==> config.mk <==
export PLATFORM = sky130hd
export DESIGN_NAME = xoshiro256_plus_generator_core_flat
export DESIGN_NICKNAME = d
export VERILOG_FILES = /design/src/rtl/xs256_pkg.sv /design/src/rtl/xs256_req_if.sv /design/src/rtl/xs256_rsp_if.sv /design/src/rtl/xs256_datapath.sv /design/src/rtl/xs256_ctrl.sv /design/src/rtl/xoshiro256_plus_generator_core.sv /design/src/flat_wrapper.sv
export SDC_FILE = /design/constraint.sdc
export NUM_CORES = 2
export LEC_CHECK = 0
export BUFFER_PORTS_ARGS = -buffer_cell sky130_fd_sc_hd__buf_4
export CAP_MARGIN = 20
export CORE_ASPECT_RATIO = 1.5
export CORE_MARGIN = 1.5
export CORE_UTILIZATION = 59
export DETAILED_ROUTE_END_ITERATION = 10
export PLACE_DENSITY = 0.75
export SYNTH_ARGS = -nofsm -noshare
export SYNTH_HDL_FRONTEND = slang
export SYNTH_SLANG_ARGS = --single-unit
==> constraint.sdc <==
create_clock -name clk -period 12.65 [get_ports clk]
set_clock_uncertainty 0.2 [all_clocks]
set_input_delay 2.53 -clock clk [delete_from_list [all_inputs] [get_ports clk]]
set_output_delay 2.53 -clock clk [all_outputs]
set_load 0.01 [all_outputs]
==> src/rtl/xs256_pkg.sv <==
package xs256_pkg;

	// Operation codes carried in the func field
	localparam logic [1:0] FUNC_NEXT = 2'd0;
	localparam logic [1:0] FUNC_SEED = 2'd1;
	localparam logic [1:0] FUNC_JUMP = 2'd2;

	// Splitmix64 constants
	localparam logic [63:0] GOLDEN_GAMMA = 64'h9E37_79B9_7F4A_7C15;
	localparam logic [63:0] MIX_MUL_A    = 64'hBF58_476D_1CE4_E5B9;
	localparam logic [63:0] MIX_MUL_B    = 64'h94D0_49BB_1331_11EB;

	// Jump polynomial, bit n of the walk is JUMP_POLY[n]
	localparam logic [255:0] JUMP_POLY = {
		64'h39ab_dc45_29b1_661c, 64'ha958_2618_e03f_c9aa,
		64'hd5a6_1266_f0c9_392c, 64'h180e_c6d3_3cfd_0aba
	};

	// Datapath operations
	typedef enum logic [3:0] {
		DP_NOP,
		DP_NEXT,
		DP_SEED_LOAD,
		DP_SEED_ADD,
		DP_MUL,
		DP_SEED_MIX,
		DP_SEED_STORE,
		DP_JUMP_STEP,
		DP_JUMP_LAST
	} dp_op_t;

	// Command bundle from controller to datapath
	typedef struct packed {
		dp_op_t     op;
		logic       load_zero;  // load a zero result into the output register
		logic       mul_sel_b;  // 0: MIX_MUL_A, 1: MIX_MUL_B
		logic [1:0] phase;      // partial-product phase of the 64-bit multiply
		logic [1:0] word;       // state word being seeded
		logic       poly_bit;   // jump polynomial bit for this step
	} cmd_t;

endpackage

==> src/rtl/xs256_req_if.sv <==
interface xs256_req_if;
	logic        valid;
	logic        ready;
	logic [1:0]  func;
	logic [63:0] seed_value;

	modport source (output valid, output func, output seed_value, input ready);
	modport sink (input valid, input func, input seed_value, output ready);
endinterface

==> src/rtl/xs256_rsp_if.sv <==
interface xs256_rsp_if;
	logic        valid;
	logic        ready;
	logic [63:0] random_value;
	logic [51:0] unit_fraction;

	modport source (output valid, output random_value, output unit_fraction, input ready);
	modport sink (input valid, input random_value, input unit_fraction, output ready);
endinterface

==> src/rtl/xs256_datapath.sv <==
module xs256_datapath (
	input  logic             clk,
	input  logic             arst_n,
	input  xs256_pkg::cmd_t  cmd,
	input  logic [63:0]      seed_value,
	output logic [63:0]      random_value
);
	import xs256_pkg::*;

	logic [63:0] words_q [4];
	logic [63:0] jacc_q [4];
	logic [63:0] seed_q;
	logic [63:0] z_q;
	logic [63:0] prod_q;
	logic [63:0] out_q;

	logic [63:0] sum;
	logic [63:0] adv [4];
	logic [63:0] jacc_nxt [4];
	logic [63:0] seed_sum;
	logic [31:0] mul_x;
	logic [31:0] mul_y;
	logic [63:0] mul_k;
	logic [63:0] mul_p;

	// xoshiro256+ output and state update
	always_comb begin
		logic [63:0] t;
		logic [63:0] n0;
		logic [63:0] n1;
		logic [63:0] n2;
		logic [63:0] n3;
		sum = words_q[0] + words_q[3];
		t = {words_q[1][46:0], 17'd0};
		n2 = words_q[2] ^ words_q[0];
		n3 = words_q[3] ^ words_q[1];
		n1 = words_q[1] ^ n2;
		n0 = words_q[0] ^ n3;
		adv[0] = n0;
		adv[1] = n1;
		adv[2] = n2 ^ t;
		adv[3] = {n3[18:0], n3[63:19]};
	end

	// Jump accumulation: xor the state in where the polynomial bit is set
	always_comb begin
		for (int w = 0; w < 4; w++) begin
			jacc_nxt[w] = jacc_q[w] ^ (cmd.poly_bit ? words_q[w] : 64'd0);
		end
	end

	// Splitmix64 increment
	assign seed_sum = seed_q + GOLDEN_GAMMA;

	// Shared 32x32 multiplier, three partial products per 64-bit multiply
	assign mul_k = cmd.mul_sel_b ? MIX_MUL_B : MIX_MUL_A;
	assign mul_x = (cmd.phase == 2'd1) ? z_q[63:32] : z_q[31:0];
	assign mul_y = (cmd.phase == 2'd2) ? mul_k[63:32] : mul_k[31:0];
	assign mul_p = 64'(mul_x) * 64'(mul_y);

	// Jump accumulators, seed register (cleared so reset seeds from zero)
	always_ff @(posedge clk or negedge arst_n) begin
		if (!arst_n) begin
			for (int w = 0; w < 4; w++) begin
				jacc_q[w] <= 64'd0;
			end
			seed_q <= 64'd0;
		end else begin
			unique case (cmd.op)
				DP_SEED_LOAD: seed_q <= seed_value;
				DP_SEED_ADD:  seed_q <= seed_sum;
				DP_JUMP_STEP: jacc_q <= jacc_nxt;
				DP_JUMP_LAST: begin
					for (int w = 0; w < 4; w++) begin
						jacc_q[w] <= 64'd0;
					end
				end
				default: ;
			endcase
		end
	end

	// State words and seeding work registers
	always_ff @(posedge clk) begin
		unique case (cmd.op)
			DP_NEXT:       words_q <= adv;
			DP_SEED_ADD:   z_q <= seed_sum ^ (seed_sum >> 30);
			DP_MUL: begin
				if (cmd.phase == 2'd0) begin
					prod_q <= mul_p;
				end else begin
					prod_q <= prod_q + {mul_p[31:0], 32'd0};
				end
			end
			DP_SEED_MIX:   z_q <= prod_q ^ (prod_q >> 27);
			DP_SEED_STORE: words_q[cmd.word] <= prod_q ^ (prod_q >> 31);
			DP_JUMP_STEP:  words_q <= adv;
			DP_JUMP_LAST:  words_q <= jacc_nxt;
			default: ;
		endcase
	end

	// Output register
	always_ff @(posedge clk) begin
		if (cmd.load_zero) begin
			out_q <= 64'd0;
		end else if (cmd.op == DP_NEXT) begin
			out_q <= sum;
		end
	end

	assign random_value = out_q;

endmodule

==> src/rtl/xs256_ctrl.sv <==
module xs256_ctrl (
	input  logic             clk,
	input  logic             arst_n,
	input  logic             req_valid,
	input  logic [1:0]       req_func,
	output logic             req_ready,
	output logic             rsp_valid,
	input  logic             rsp_ready,
	output xs256_pkg::cmd_t  cmd
);
	import xs256_pkg::*;

	typedef enum logic [6:0] {
		ST_IDLE       = 7'b0000001,
		ST_SEED_ADD   = 7'b0000010,
		ST_SEED_MUL_A = 7'b0000100,
		ST_SEED_MIX   = 7'b0001000,
		ST_SEED_MUL_B = 7'b0010000,
		ST_SEED_STORE = 7'b0100000,
		ST_JUMP       = 7'b1000000
	} state_t;

	state_t     state_q, state_d;
	logic [1:0] phase_q, phase_d;
	logic [1:0] word_q, word_d;
	logic [7:0] jidx_q, jidx_d;
	logic       init_q, init_d;
	logic       out_valid_q, out_valid_d;
	logic       accept;

	assign req_ready = (state_q == ST_IDLE) && (!out_valid_q || rsp_ready);
	assign accept    = req_valid && req_ready;
	assign rsp_valid = out_valid_q;

	// Sequencer
	always_comb begin
		state_d       = state_q;
		phase_d       = phase_q;
		word_d        = word_q;
		jidx_d        = jidx_q;
		init_d        = init_q;
		cmd.op        = DP_NOP;
		cmd.load_zero = 1'b0;
		cmd.mul_sel_b = 1'b0;
		cmd.phase     = phase_q;
		cmd.word      = word_q;
		cmd.poly_bit  = JUMP_POLY[jidx_q];
		unique case (state_q)
			ST_IDLE: begin
				if (accept) begin
					unique case (req_func)
						FUNC_NEXT: cmd.op = DP_NEXT;
						FUNC_SEED: begin
							cmd.op  = DP_SEED_LOAD;
							word_d  = 2'd0;
							state_d = ST_SEED_ADD;
						end
						FUNC_JUMP: begin
							jidx_d  = 8'd0;
							state_d = ST_JUMP;
						end
						default: cmd.load_zero = 1'b1;
					endcase
				end
			end
			ST_SEED_ADD: begin
				cmd.op  = DP_SEED_ADD;
				phase_d = 2'd0;
				state_d = ST_SEED_MUL_A;
			end
			ST_SEED_MUL_A: begin
				cmd.op = DP_MUL;
				if (phase_q == 2'd2) begin
					phase_d = 2'd0;
					state_d = ST_SEED_MIX;
				end else begin
					phase_d = phase_q + 2'd1;
				end
			end
			ST_SEED_MIX: begin
				cmd.op  = DP_SEED_MIX;
				phase_d = 2'd0;
				state_d = ST_SEED_MUL_B;
			end
			ST_SEED_MUL_B: begin
				cmd.op        = DP_MUL;
				cmd.mul_sel_b = 1'b1;
				if (phase_q == 2'd2) begin
					phase_d = 2'd0;
					state_d = ST_SEED_STORE;
				end else begin
					phase_d = phase_q + 2'd1;
				end
			end
			ST_SEED_STORE: begin
				cmd.op = DP_SEED_STORE;
				if (word_q == 2'd3) begin
					// the power-up seeding gives no result
					cmd.load_zero = !init_q;
					init_d        = 1'b0;
					word_d        = 2'd0;
					state_d       = ST_IDLE;
				end else begin
					word_d  = word_q + 2'd1;
					state_d = ST_SEED_ADD;
				end
			end
			ST_JUMP: begin
				jidx_d = jidx_q + 8'd1;
				if (jidx_q == 8'd255) begin
					cmd.op        = DP_JUMP_LAST;
					cmd.load_zero = 1'b1;
					state_d       = ST_IDLE;
				end else begin
					cmd.op = DP_JUMP_STEP;
				end
			end
			default: state_d = ST_IDLE;
		endcase
	end

	// Output slot: filled by a result load, emptied by a transfer
	always_comb begin
		if (cmd.load_zero || cmd.op == DP_NEXT) begin
			out_valid_d = 1'b1;
		end else if (rsp_ready) begin
			out_valid_d = 1'b0;
		end else begin
			out_valid_d = out_valid_q;
		end
	end

	// Reset starts the seeding sequence from seed zero
	always_ff @(posedge clk or negedge arst_n) begin
		if (!arst_n) begin
			state_q     <= ST_SEED_ADD;
			phase_q     <= 2'd0;
			word_q      <= 2'd0;
			jidx_q      <= 8'd0;
			init_q      <= 1'b1;
			out_valid_q <= 1'b0;
		end else begin
			state_q     <= state_d;
			phase_q     <= phase_d;
			word_q      <= word_d;
			jidx_q      <= jidx_d;
			init_q      <= init_d;
			out_valid_q <= out_valid_d;
		end
	end

	a_state_onehot: assert property (@(posedge clk) disable iff (!arst_n)
		$onehot(state_q))
		else $error("controller state not one-hot");

	a_jidx_idle: assert property (@(posedge clk) disable iff (!arst_n)
		(state_q != ST_JUMP) |-> (jidx_q == 8'd0))
		else $error("jump index not zero outside a jump");

	a_jump_done: assert property (@(posedge clk) disable iff (!arst_n)
		(state_q == ST_JUMP && jidx_q == 8'd255) |=> (state_q == ST_IDLE && out_valid_q))
		else $error("jump end did not post a result");

	a_init_busy: assert property (@(posedge clk) disable iff (!arst_n)
		init_q |-> !req_ready && !out_valid_q)
		else $error("item taken during power-up seeding");

endmodule

==> src/rtl/xoshiro256_plus_generator_core.sv <==
// xoshiro256+ random number generator with splitmix64 seeding.
//
// Channels: req carries func (0 next, 1 reseed from seed_value, 2 jump
// ahead 2^128, 3 no operation) and seed_value; rsp carries random_value and
// unit_fraction (random_value >> 12, a U0.52 fraction in [0,1)). Every
// request gives exactly one response; all but next respond with zeros.
//
// Next: the result is registered at the transfer and offered in the next cycle.
// Back-to-back next requests run at one per cycle while rsp is ready.
// Reseed: 4 words x 9 steps on one shared 32x32 multiplier, three partial
// products per 64-bit multiply. Jump: one polynomial bit per cycle.
// req.ready stays low while either runs.
//
// Reset: the state is seeded from zero by the same sequence;
// req.ready stays low until it is done and no response is produced.
// When rsp stalls, the pending response holds in the output register and
// req.ready drops until the response transfers.
module xoshiro256_plus_generator_core (
	input  logic        clk,
	input  logic        arst_n,
	xs256_req_if.sink   req,
	xs256_rsp_if.source rsp
);
	import xs256_pkg::*;

	cmd_t cmd;

	xs256_ctrl u_ctrl (
		.clk       (clk),
		.arst_n    (arst_n),
		.req_valid (req.valid),
		.req_func  (req.func),
		.req_ready (req.ready),
		.rsp_valid (rsp.valid),
		.rsp_ready (rsp.ready),
		.cmd       (cmd)
	);

	xs256_datapath u_datapath (
		.clk          (clk),
		.arst_n       (arst_n),
		.cmd          (cmd),
		.seed_value   (req.seed_value),
		.random_value (rsp.random_value)
	);

	assign rsp.unit_fraction = rsp.random_value[63:12];

endmodule

==> src/flat_wrapper.sv <==
// flat-port wrapper written by rule: the top's interface ports become plain ports
module xoshiro256_plus_generator_core_flat import xs256_pkg::*;
  (clk, arst_n, req_valid, req_func, req_seed_value, req_ready, rsp_valid, rsp_random_value, rsp_unit_fraction, rsp_ready);
  xs256_req_if req_i ();
  xs256_rsp_if rsp_i ();
  input  logic clk;
  input  logic arst_n;
  input wire logic [$bits(req_i.valid)-1:0] req_valid;
  input wire logic [$bits(req_i.func)-1:0] req_func;
  input wire logic [$bits(req_i.seed_value)-1:0] req_seed_value;
  output wire logic [$bits(req_i.ready)-1:0] req_ready;
  output wire logic [$bits(rsp_i.valid)-1:0] rsp_valid;
  output wire logic [$bits(rsp_i.random_value)-1:0] rsp_random_value;
  output wire logic [$bits(rsp_i.unit_fraction)-1:0] rsp_unit_fraction;
  input wire logic [$bits(rsp_i.ready)-1:0] rsp_ready;
  assign req_i.valid = req_valid;
  assign req_i.func = req_func;
  assign req_i.seed_value = req_seed_value;
  assign req_ready = req_i.ready;
  assign rsp_valid = rsp_i.valid;
  assign rsp_random_value = rsp_i.random_value;
  assign rsp_unit_fraction = rsp_i.unit_fraction;
  assign rsp_i.ready = rsp_ready;
  xoshiro256_plus_generator_core u_core (.clk(clk), .arst_n(arst_n), .req(req_i), .rsp(rsp_i));
endmodule
==> out/results.tsv <==
stage	metric	value	unit
status	outcome	complete, no violations	
detailed_routing	DRC violations left	0	
layout	Multi-input gate area	51600	um^2
detailed_routing	top routing layer in use	met5	
synth	largest family of logic cells by synthesized area	adder cells	
synth	most common cell in the netlist	inv_1	
synth	EDFF count, synth	384	
critical_path	Setup crit end kind	register	
run	max cap viols	0	
layout	fin nets	9578	
grt	Tot GR Track Use	0.457	
layout	register cell area after layout	21300	um^2
timing	fin. max-slew vios	0	
critical_path	critical path class	register to register	
critical_path	Max stage delay cell, worst path	nand2b_2	
timing	Worst Max-Slew Pin Slew	1300	ps
cts	Clock Tree Buf Depth	3	
layout	Layout area overhead	6.19	%
synth	Synth top area share	0.210	
grt	first-pass GRT wire length	449	mm
synth	post-synthesis register bit count	789	
floorplan	Die Ht	451	um
floorplan	DIE AREA	136000	um^2
synth	syn_area_per_cell	9.38	um^2
cts	CTS tree	yes	
detailed_routing	post-route antenna net violation count	0	
critical_path	Worst EP required	12890	ps
synth	Synth Area in Compound Gates	0.166	
grt	largest net degree at the start of global routing	230	
critical_path	CP max FO	27	
synth	top cells by count, synth	983 x inv_1, 828 x fa_1, 819 x nand2_1	
timing	Slew HR	0.128	
synth	Post-Syn Instances	8410	
grt	initial antenna violation count	22	
min_path	Hold/Removal Path Class	register to register	
cts	Worst-path clk slew	70	ps
floorplan	Die W	302	um
cts	PostCTS Resize Cnt	0	
cts	number of hold buffers added after CTS	0	
critical_path	CP arrival	11770	ps
grt	number of global-route vias before repair	66641	
cts	cts bufs inserted	75	
placed_design	DPL Wire Length	234	mm
floorplan	Placeable Area	133000	um^2
detailed_routing	wire length on met3	26.2	mm
critical_path	CP delay by family, top	adder cells	
timing	endpoints failing hold	0	
detailed_routing	metal2 WL	144	mm
synth	post-synthesis mux area share	0.00576	
detailed_routing	Vias	65632	
critical_path	CP bufs+invs	5	
detailed_routing	via density per instance	6.53	
cts	Sink Count	789	
placed_design	input/output buffers	187	
synth	syn nets	9747	
timing	max frequency	86.7	MHz
floorplan	effective utilization at floorplan	0.594	
timing	Setup Viol. Count Final	0	
synth	XOR/XNOR Fraction of Synth Area	0.102	
min_path	worst hold path depth	2	
synth	mapped cell area	78900	um^2
timing	RSZ-0062 raised after global routing	false	
cts	H-tree levels	3	
layout	Fillers	11171	
synth	synth warn	0	
detailed_routing	First-pass DRT Iterations	7	
critical_path	Worst setup SP type	register	
cts	Skew-Pair Late Insertion Delay	720	ps
grt	total grt overflow	0	
synth	Seq/Total Area, Yosys	0.271	
synth	Synth Area in Simple Gates	0.0992	
synth	leading area contributor after synthesis	fa_1	
timing	setup TNS	0	ps
synth	asr flop ratio synth	0.432	
synth	Netlist cell types	102	
cts	Post-CTS Setup Bufs	0	
detailed_routing	DR WL/cell	30.6	um
critical_path	Critical Path Stages	37	
cts	CTS Root Cell	clkbuf_16	
detailed_routing	Iter 0 DRT Violations	7709	
floorplan	IO Pins	188	
layout	share of layout cells above drive strength 1	0.0653	
critical_path	Largest stage delay, worst path	890	ps
synth	Synth Flop Type	edfxtp_1	
detailed_routing	M1 WL	97.9	mm
synth	largest cells by area after synthesis	fa_1 21%, edfxtp_1 15%, dfrtp_1 11%, xor2_1 7.4%, ha_1 7.0%	
timing	post-route minimum period	11530	ps
timing	final period utilization	0.912	
detailed_routing	Detailed Route WL	307	mm
floorplan	Rows	164	
synth	Synth Area in Adders	0.280	
critical_path	R2R cell count	37	
placed_design	Final GP Congestion	1.08	
critical_path	CP most frequent cell	fa_1	
-- logic make-up after synthesis --
kind of cell	Yosys count
flops	789
buf+inv	1542
xor+xnor	917
mux	42
compound gates	2098
fa+ha+maj	1267
simple gates	1755
-- area by class of cell --
class | instances | area share
antenna | 9 | 0.000269
clock buffer | 103 | 0.0256
clock inverter | 36 | 0.00390
inverter | 987 | 0.0442
multi-input combinational | 6079 | 0.616
sequential | 789 | 0.255
tap | 1743 | 0.0260
timing repair buffer | 309 | 0.0291
-- metal layers --
| layer | track usage | vias to the layer above |
|---|---|---|
| li1 | - | 27929 |
| met5 | 0 | - |
| met1 | 0.486 | 32546 |
| met3 | 0.107 | 1336 |
| met4 | 0.460 | 26 |
| met2 | 0.729 | 3795 |
-- layout by cell type, fill, tap and decap left out, types with 18 or more instances in the layout --
| cell | Yosys | layout |
|---|---|---|
| nor4_1 | 20 | 20 |
| a21o_1 | 72 | 72 |
| xnor2_1 | 249 | 249 |
| nor2b_1 | 18 | 18 |
| o21ai_0 | 582 | 582 |
| or3_1 | 19 | 18 |
| a22oi_1 | 135 | 135 |
| ha_1 | 439 | 438 |
| mux2i_1 | 24 | 23 |
| o211ai_1 | 18 | 18 |
| and2_1 | 134 | 134 |
| or2_2 | 20 | 20 |
| o221ai_1 | 136 | 136 |
| clkbuf_16 | 0 | 78 |
| nand2b_1 | 56 | 54 |
| o22ai_1 | 54 | 54 |
| o21bai_1 | 37 | 37 |
| nand4_1 | 56 | 56 |
| o21a_1 | 33 | 33 |
| dfxtp_1 | 64 | 64 |
| xor2_1 | 668 | 666 |
| a211oi_1 | 26 | 26 |
| edfxtp_1 | 384 | 384 |
| nand2_1 | 819 | 811 |
| nor3_1 | 74 | 73 |
| buf_4 | 53 | 297 |
| and3_1 | 28 | 27 |
| a21oi_1 | 602 | 602 |
| a31oi_1 | 27 | 27 |
| dfrtp_1 | 339 | 339 |
| inv_1 | 983 | 983 |
| fa_1 | 828 | 828 |
| nand3_1 | 56 | 53 |
| o31ai_1 | 268 | 268 |
| nor2_1 | 414 | 409 |
-- worst paths after layout --
kind / startpoint / slack [ps] / end
hold reg to reg: u_core.u_datapath.random_value[7] / 260 / u_core.u_datapath.random_value[7]
hold / removal: u_core.u_datapath.random_value[7] / 260 / u_core.u_datapath.random_value[7]
setup / recovery: u_core.u_ctrl.phase_q[1] / 1120 / u_core.u_datapath.prod_q[62]
max in group asynchronous: arst_n / 8590 / u_core.u_datapath.seed_q[60]
setup reg to reg: u_core.u_ctrl.phase_q[1] / 1120 / u_core.u_datapath.prod_q[62]
min in group asynchronous: arst_n / 1610 / u_core.u_datapath.jacc_q[193]
-- worst register-to-register path, delay by kind of cell (launching register included) --
family | cells | cell delay [ps]
AO/OA/AOI/OAI | 9 | 2120
buffers and inverters | 5 | 530
adder cells (fa/ha/maj) | 10 | 4130
multiplexers | 1 | 470
AND/OR/NAND/NOR | 10 | 3050
XOR/XNOR | 2 | 320
flip-flops | 1 | 440
-- metrics by stage --
step	instance area, um^2	util	instances	hold WS, ps	setup slack [ps]
after global routing	83800	0.630	10048	274	536
final	83800	0.630	10055	258	1120
after floorplan	78900	-	8410	266	1860
after global placement	81100	0.610	9896	245	1350
after detailed placement	81200	0.610	9898	249	1380
after CTS	83600	0.629	10037	263	1300
Power is left out: the tool's default activity adds up to more than one toggle a clock period on the data nets, which glitch-free logic cannot reach.
